[src/spf_pkg.sv]
// ----------------------------------------------------------------------------
// spf_pkg: shared types and constants of the smallest-prime-factor sieve
// Payload structs for the request and response channels, command and status
// codes, and the defaults for the table size.
// ----------------------------------------------------------------------------
`default_nettype none

package spf_pkg;

   // Width of the numeric payload fields and of the limit register.
   localparam int FIELD_BITS  = 16;
   localparam int STATUS_BITS = 2;

   // Default address width of the factor table.
   localparam int VALUE_BITS_DEF = 16;

   // Most factor results returned for one query.
   localparam int MAX_RESULTS  = 16;
   localparam int RES_CNT_BITS = $clog2(MAX_RESULTS);

   // Limit register value after reset.
   localparam logic [FIELD_BITS-1:0] LIMIT_RESET = 16'hFFFF;

   // Command codes.
   localparam logic CMD_BUILD     = 1'b0;
   localparam logic CMD_FACTORIZE = 1'b1;

   // Response status codes.
   localparam logic [STATUS_BITS-1:0] ST_FACTOR = 2'd0;
   localparam logic [STATUS_BITS-1:0] ST_DONE   = 2'd1;
   localparam logic [STATUS_BITS-1:0] ST_ONE    = 2'd2;
   localparam logic [STATUS_BITS-1:0] ST_ERROR  = 2'd3;

   typedef struct packed {
      logic                  command;
      logic [FIELD_BITS-1:0] query_value;
   } req_type;

   typedef struct packed {
      logic [FIELD_BITS-1:0]  prime_factor;
      logic [STATUS_BITS-1:0] status;
      logic                   last_result;
   } rsp_type;

endpackage

`default_nettype wire

[src/spf_div.sv]
// ----------------------------------------------------------------------------
// spf_div: iterative restoring divider
// Produces one quotient bit per cycle; done pulses for one cycle when the
// quotient and remainder are valid. They hold until the next start.
// ----------------------------------------------------------------------------
`default_nettype none

module spf_div #(
   parameter int WIDTH = spf_pkg::VALUE_BITS_DEF
) (
   input  wire logic             clock,
   input  wire logic             reset,
   input  wire logic             start,
   input  wire logic [WIDTH-1:0] dividend,
   input  wire logic [WIDTH-1:0] divisor,
   output logic                  busy,
   output logic                  done,
   output logic      [WIDTH-1:0] quotient,
   output logic      [WIDTH-1:0] remainder
);

   localparam int CntBits = $clog2(WIDTH + 1);

   logic               busy_ff, busy_in;
   logic               done_ff, done_in;
   logic [CntBits-1:0] cnt_ff, cnt_in;
   logic [WIDTH:0]     rem_ff, rem_in;
   logic [WIDTH-1:0]   quo_ff, quo_in;
   logic [WIDTH-1:0]   dvs_ff, dvs_in;
   logic [WIDTH:0]     shifted;
   logic [WIDTH:0]     diff;

   always_comb begin
      busy_in = busy_ff;
      done_in = 1'b0;
      cnt_in  = cnt_ff;
      rem_in  = rem_ff;
      quo_in  = quo_ff;
      dvs_in  = dvs_ff;
      shifted = {rem_ff[WIDTH-1:0], quo_ff[WIDTH-1]};
      diff    = shifted - {1'b0, dvs_ff};
      if (start) begin
         busy_in = 1'b1;
         cnt_in  = CntBits'(WIDTH);
         rem_in  = '0;
         quo_in  = dividend;
         dvs_in  = divisor;
      end else if (busy_ff) begin
         if (!diff[WIDTH]) begin
            rem_in = diff;
            quo_in = {quo_ff[WIDTH-2:0], 1'b1};
         end else begin
            rem_in = shifted;
            quo_in = {quo_ff[WIDTH-2:0], 1'b0};
         end
         cnt_in = cnt_ff - CntBits'(1);
         if (cnt_ff == CntBits'(1)) begin
            busy_in = 1'b0;
            done_in = 1'b1;
         end
      end
   end

   always_ff @(posedge clock) begin
      if (reset) begin
         busy_ff <= 1'b0;
         done_ff <= 1'b0;
         cnt_ff  <= '0;
      end else begin
         busy_ff <= busy_in;
         done_ff <= done_in;
         cnt_ff  <= cnt_in;
      end
   end

   always_ff @(posedge clock) begin
      rem_ff <= rem_in;
      quo_ff <= quo_in;
      dvs_ff <= dvs_in;
   end

   assign busy      = busy_ff;
   assign done      = done_ff;
   assign quotient  = quo_ff;
   assign remainder = rem_ff[WIDTH-1:0];

endmodule

`default_nettype wire
[config.mk]
export PLATFORM = sky130hd
export DESIGN_NAME = spf_div
export DESIGN_NICKNAME = d
export VERILOG_FILES = /design/src/spf_pkg.sv /design/src/spf_div.sv
export SDC_FILE = /design/constraint.sdc
export NUM_CORES = 1
export LEC_CHECK = 0
export BUFFER_PORTS_ARGS = -buffer_cell sky130_fd_sc_hd__buf_2
export CORE_MARGIN = 4
export CORE_UTILIZATION = 54
export CTS_CLUSTER_SIZE = 30
export DETAILED_ROUTE_END_ITERATION = 6
export PLACE_DENSITY_LB_ADDON = 0.25
export RECOVER_POWER = 25
export REMOVE_ABC_BUFFERS = 1
export SLEW_MARGIN = 20
export SYNTH_ARGS = -nofsm -noshare
export SYNTH_HDL_FRONTEND = slang
export SYNTH_SLANG_ARGS = --single-unit
export TNS_END_PERCENT = 20
[constraint.sdc]
create_clock -name clock -period 3.1 [get_ports clock]
set_input_delay 0.31 -clock clock [delete_from_list [all_inputs] [get_ports clock]]
set_output_delay 0.31 -clock clock [all_outputs]
set_load 0.1 [all_outputs]
==> flow_metrics.tcl <==
set metrics [dict create \
    layout_commonest_cell "buf_2" \
    path_clk_slew_ps 90 \
    clock-root-buffer "clkbuf_8" \
    report.final.setup_viol 0 \
    worstSkewPairLatency_ps 300 \
    p_int_uw 1220 \
    synth-seq-cells 55 \
    finalCritPeriodShare 0.871 \
    synth_top_family_by_area "compound AO/OA/AOI/OAI gates" \
    synthCells 291 \
    drive_gt1_frac 0.272 \
    post-cts-setup-buffer-count 0 \
    place_ws_ps 447 \
    finalNonFillerCells 432 \
    cts_max_level 2 \
    rsz0062_at_grt "false" \
    grt_pass1_vias 2238 \
    swShare 0.370 \
    hold_depth 1 \
    nets 413 \
    fin_tns_setup_ps 0 \
    drc 0 \
    seq_area_frac_synth 0.464 \
    slew_headroom 0.319 \
    clock_sinks 55 \
    drt.antenna.violating_nets 0 \
    seq_area_mm2 0.00142 \
    crit_type "reg2reg" \
    multiInputGateArea_mm2 0.00149 \
    synth_adder_area_share 0.0801 \
    min_path_type "in2reg" \
    place_inst 424 \
    start_kind "flip-flop" \
    die-area_mm2 0.00694 \
    num_vias 2318 \
    final_cell_mix "buf_2 (67), edfxtp_1 (32), nand2_1 (26)" \
    rows 27 \
    yosysWarnings 0 \
    cp_data_required_time_ps 3310 \
    hpwl_um 4520 \
    grt_first_pass_wirelength_um 10400 \
    worst_pin_slew_ps 1020 \
    drtPass1Iterations 5 \
    track_usage 0.181 \
    die_h_um 83.3 \
    via_per_inst 5.37 \
    skew_ps 7.81 \
    max_freq_mhz 371 \
    cap_viol_max_count 0 \
    synth_compound_area_frac 0.141 \
    fillCellCount 473 \
    start_util 0.556 \
    syn_avg_cell_area_um2 10.5 \
    net-switching-power_uw 717 \
    status "completed" \
    layout_setup_ws_ps 401 \
    ff2ff_path_depth 10 \
    slew_violations 0 \
    pwr-share-seq 0.450 \
    dr.first_iter.drc_count 126 \
    cellPowerDensity_mw_per_mm2 546 \
    ios 69 \
    pwr-share-comb 0.328 \
    cts_buffers 5 \
    end_kind "flip-flop" \
    grt_max_degree 32 \
    antenna_found_initial 0 \
    design.core.area_mm2 0.00551 \
    clockBufferDepth 2 \
    cts_hold_buf 0 \
    synthDistinctLibCells 45 \
    synth-async-reset-ratio 0 \
    area_growth_pct 16.1 \
    peakVddDrop_mv 0.315 \
    p_leak_uw 0.00153 \
    cts_repair_resize_count 0 \
    finalCriticalPeriod_ps 2700 \
    cts_tree "done" \
    wl_per_cell_um 13.9 \
    synthMuxAreaShare 0.0997 \
    place.gp.congestion 0.840 \
    grt_overflow 0 \
    synthFlopType "edfxtp_1" \
    die_w_um 83.3 \
    syn_area_mm2 0.00306 \
    crit_arrival_ps 2900 \
    power_frac_clock 0.222 \
    synth_edf_count 32 \
    synthSimpleGateAreaFrac 0.121 \
    post_synth_xor_area_fraction 0.0429 \
    hold_viol 0 \
    routed_wirelength_um 6010 \
    insertedDiodeCount 0 \
    port_buffers 68 \
    path_max_fanout 21 \
]
==> final timing paths <==
path,start,to,slack (ps)
worst max-delay path,quotient[15],rem_ff[11],400
worst min-delay path,divisor[4],dvs_ff[4],180
worst max register to register,quotient[15],rem_ff[11],400
worst min register to register,rem_ff[4],rem_ff[4],510
==> power by group through the flow <==
stage | sequential [µW] | clock [µW] | combinational [µW]
5_1_grt | 883 | 480 | 684
2_1_floorplan | 1150 | 0 | 249
6_report | 873 | 431 | 636
3_3_place_gp | 889 | 0 | 628
3_5_place_dp | 890 | 0 | 635
4_1_cts | 874 | 445 | 637
==> synth_stat cells (2+ instances only) <==
library cell / number / area share
mux2i_1: 11 / 0.036
a311oi_1: 3 / 0.0086
edfxtp_1: 32 / 0.31
mux2_2: 16 / 0.059
a22o_1: 2 / 0.0057
nor2_1: 21 / 0.026
a211oi_1: 7 / 0.017
a21o_1: 3 / 0.0074
a21oi_1: 16 / 0.026
xor2_1: 6 / 0.017
or3_1: 2 / 0.0041
nand2_1: 26 / 0.032
o21ai_0: 11 / 0.018
nand3_1: 4 / 0.0065
o211ai_1: 6 / 0.015
clkbuf_1: 7 / 0.0086
dfxtp_1: 23 / 0.15
nor3_1: 8 / 0.013
inv_1: 25 / 0.031
ha_1: 18 / 0.074
nor4b_1: 2 / 0.0057
xnor2_1: 9 / 0.026
o21a_1: 2 / 0.0049
nor2b_1: 5 / 0.010
o2111ai_1: 2 / 0.0057
nand4_1: 2 / 0.0041
buf_4: 2 / 0.0049
nand2b_1: 3 / 0.0061
==> layer usage <==
metal / global-route usage / vias to the layer above / part of all wire
li1: - / 1185 / -
met1: 0.244 / 1061 / 0.45
met2: 0.295 / 66 / 0.48
met3: 0.0456 / 6 / 0.062
met4: 0.0401 / 0 / 0.0098
met5: 0 / - / 0
==> logic make-up (layout without fill, tap and decap cells) <==
family          count (synthesis)  in the layout
simple gates                   78             78
compound gates                 61             61
flops                          55             55
buf+inv                        35            104
mux                            28             28
fa+ha+maj                      19             19
xor+xnor                       15             15
==> through the flow <==
stage	utilization	hold slack, ps	power, µW	area (µm²)
global placement	0.627	487	1520	3450
CTS	0.646	169	1960	3550
detailed placement	0.627	488	1520	3450
global route	0.645	154	2050	3550
floorplan	-	382	1400	3000
finish	0.645	175	1940	3550
==> worst max-delay path, cell delays in order, from the launching register on <==
cell and delay [ps]:
edfxtp_1 350, inv_1 60, ha_1 220, fa_1 410, nand2b_1 190, a21oi_2 170
o211ai_1 180, mux2_4 360, nand2_4 260, nand2_1 90, a311oi_1 300
==> layout make-up <==
type / instances / area share
multi-input cells: 201 / 0.418
flip-flops and latches: 55 / 0.400
repair buffers: 71 / 0.102
clock buffers: 8 / 0.0285
inverters: 25 / 0.0264
well taps: 72 / 0.0254
==> sequential cells by signal (all words and copies together), names as in the netlist <==
name / cells
rem_ff: 16
cnt_ff: 5
quotient: 16
dvs_ff: 16
done: 1
busy: 1
Note: power is estimated with default switching activity, not from simulation.
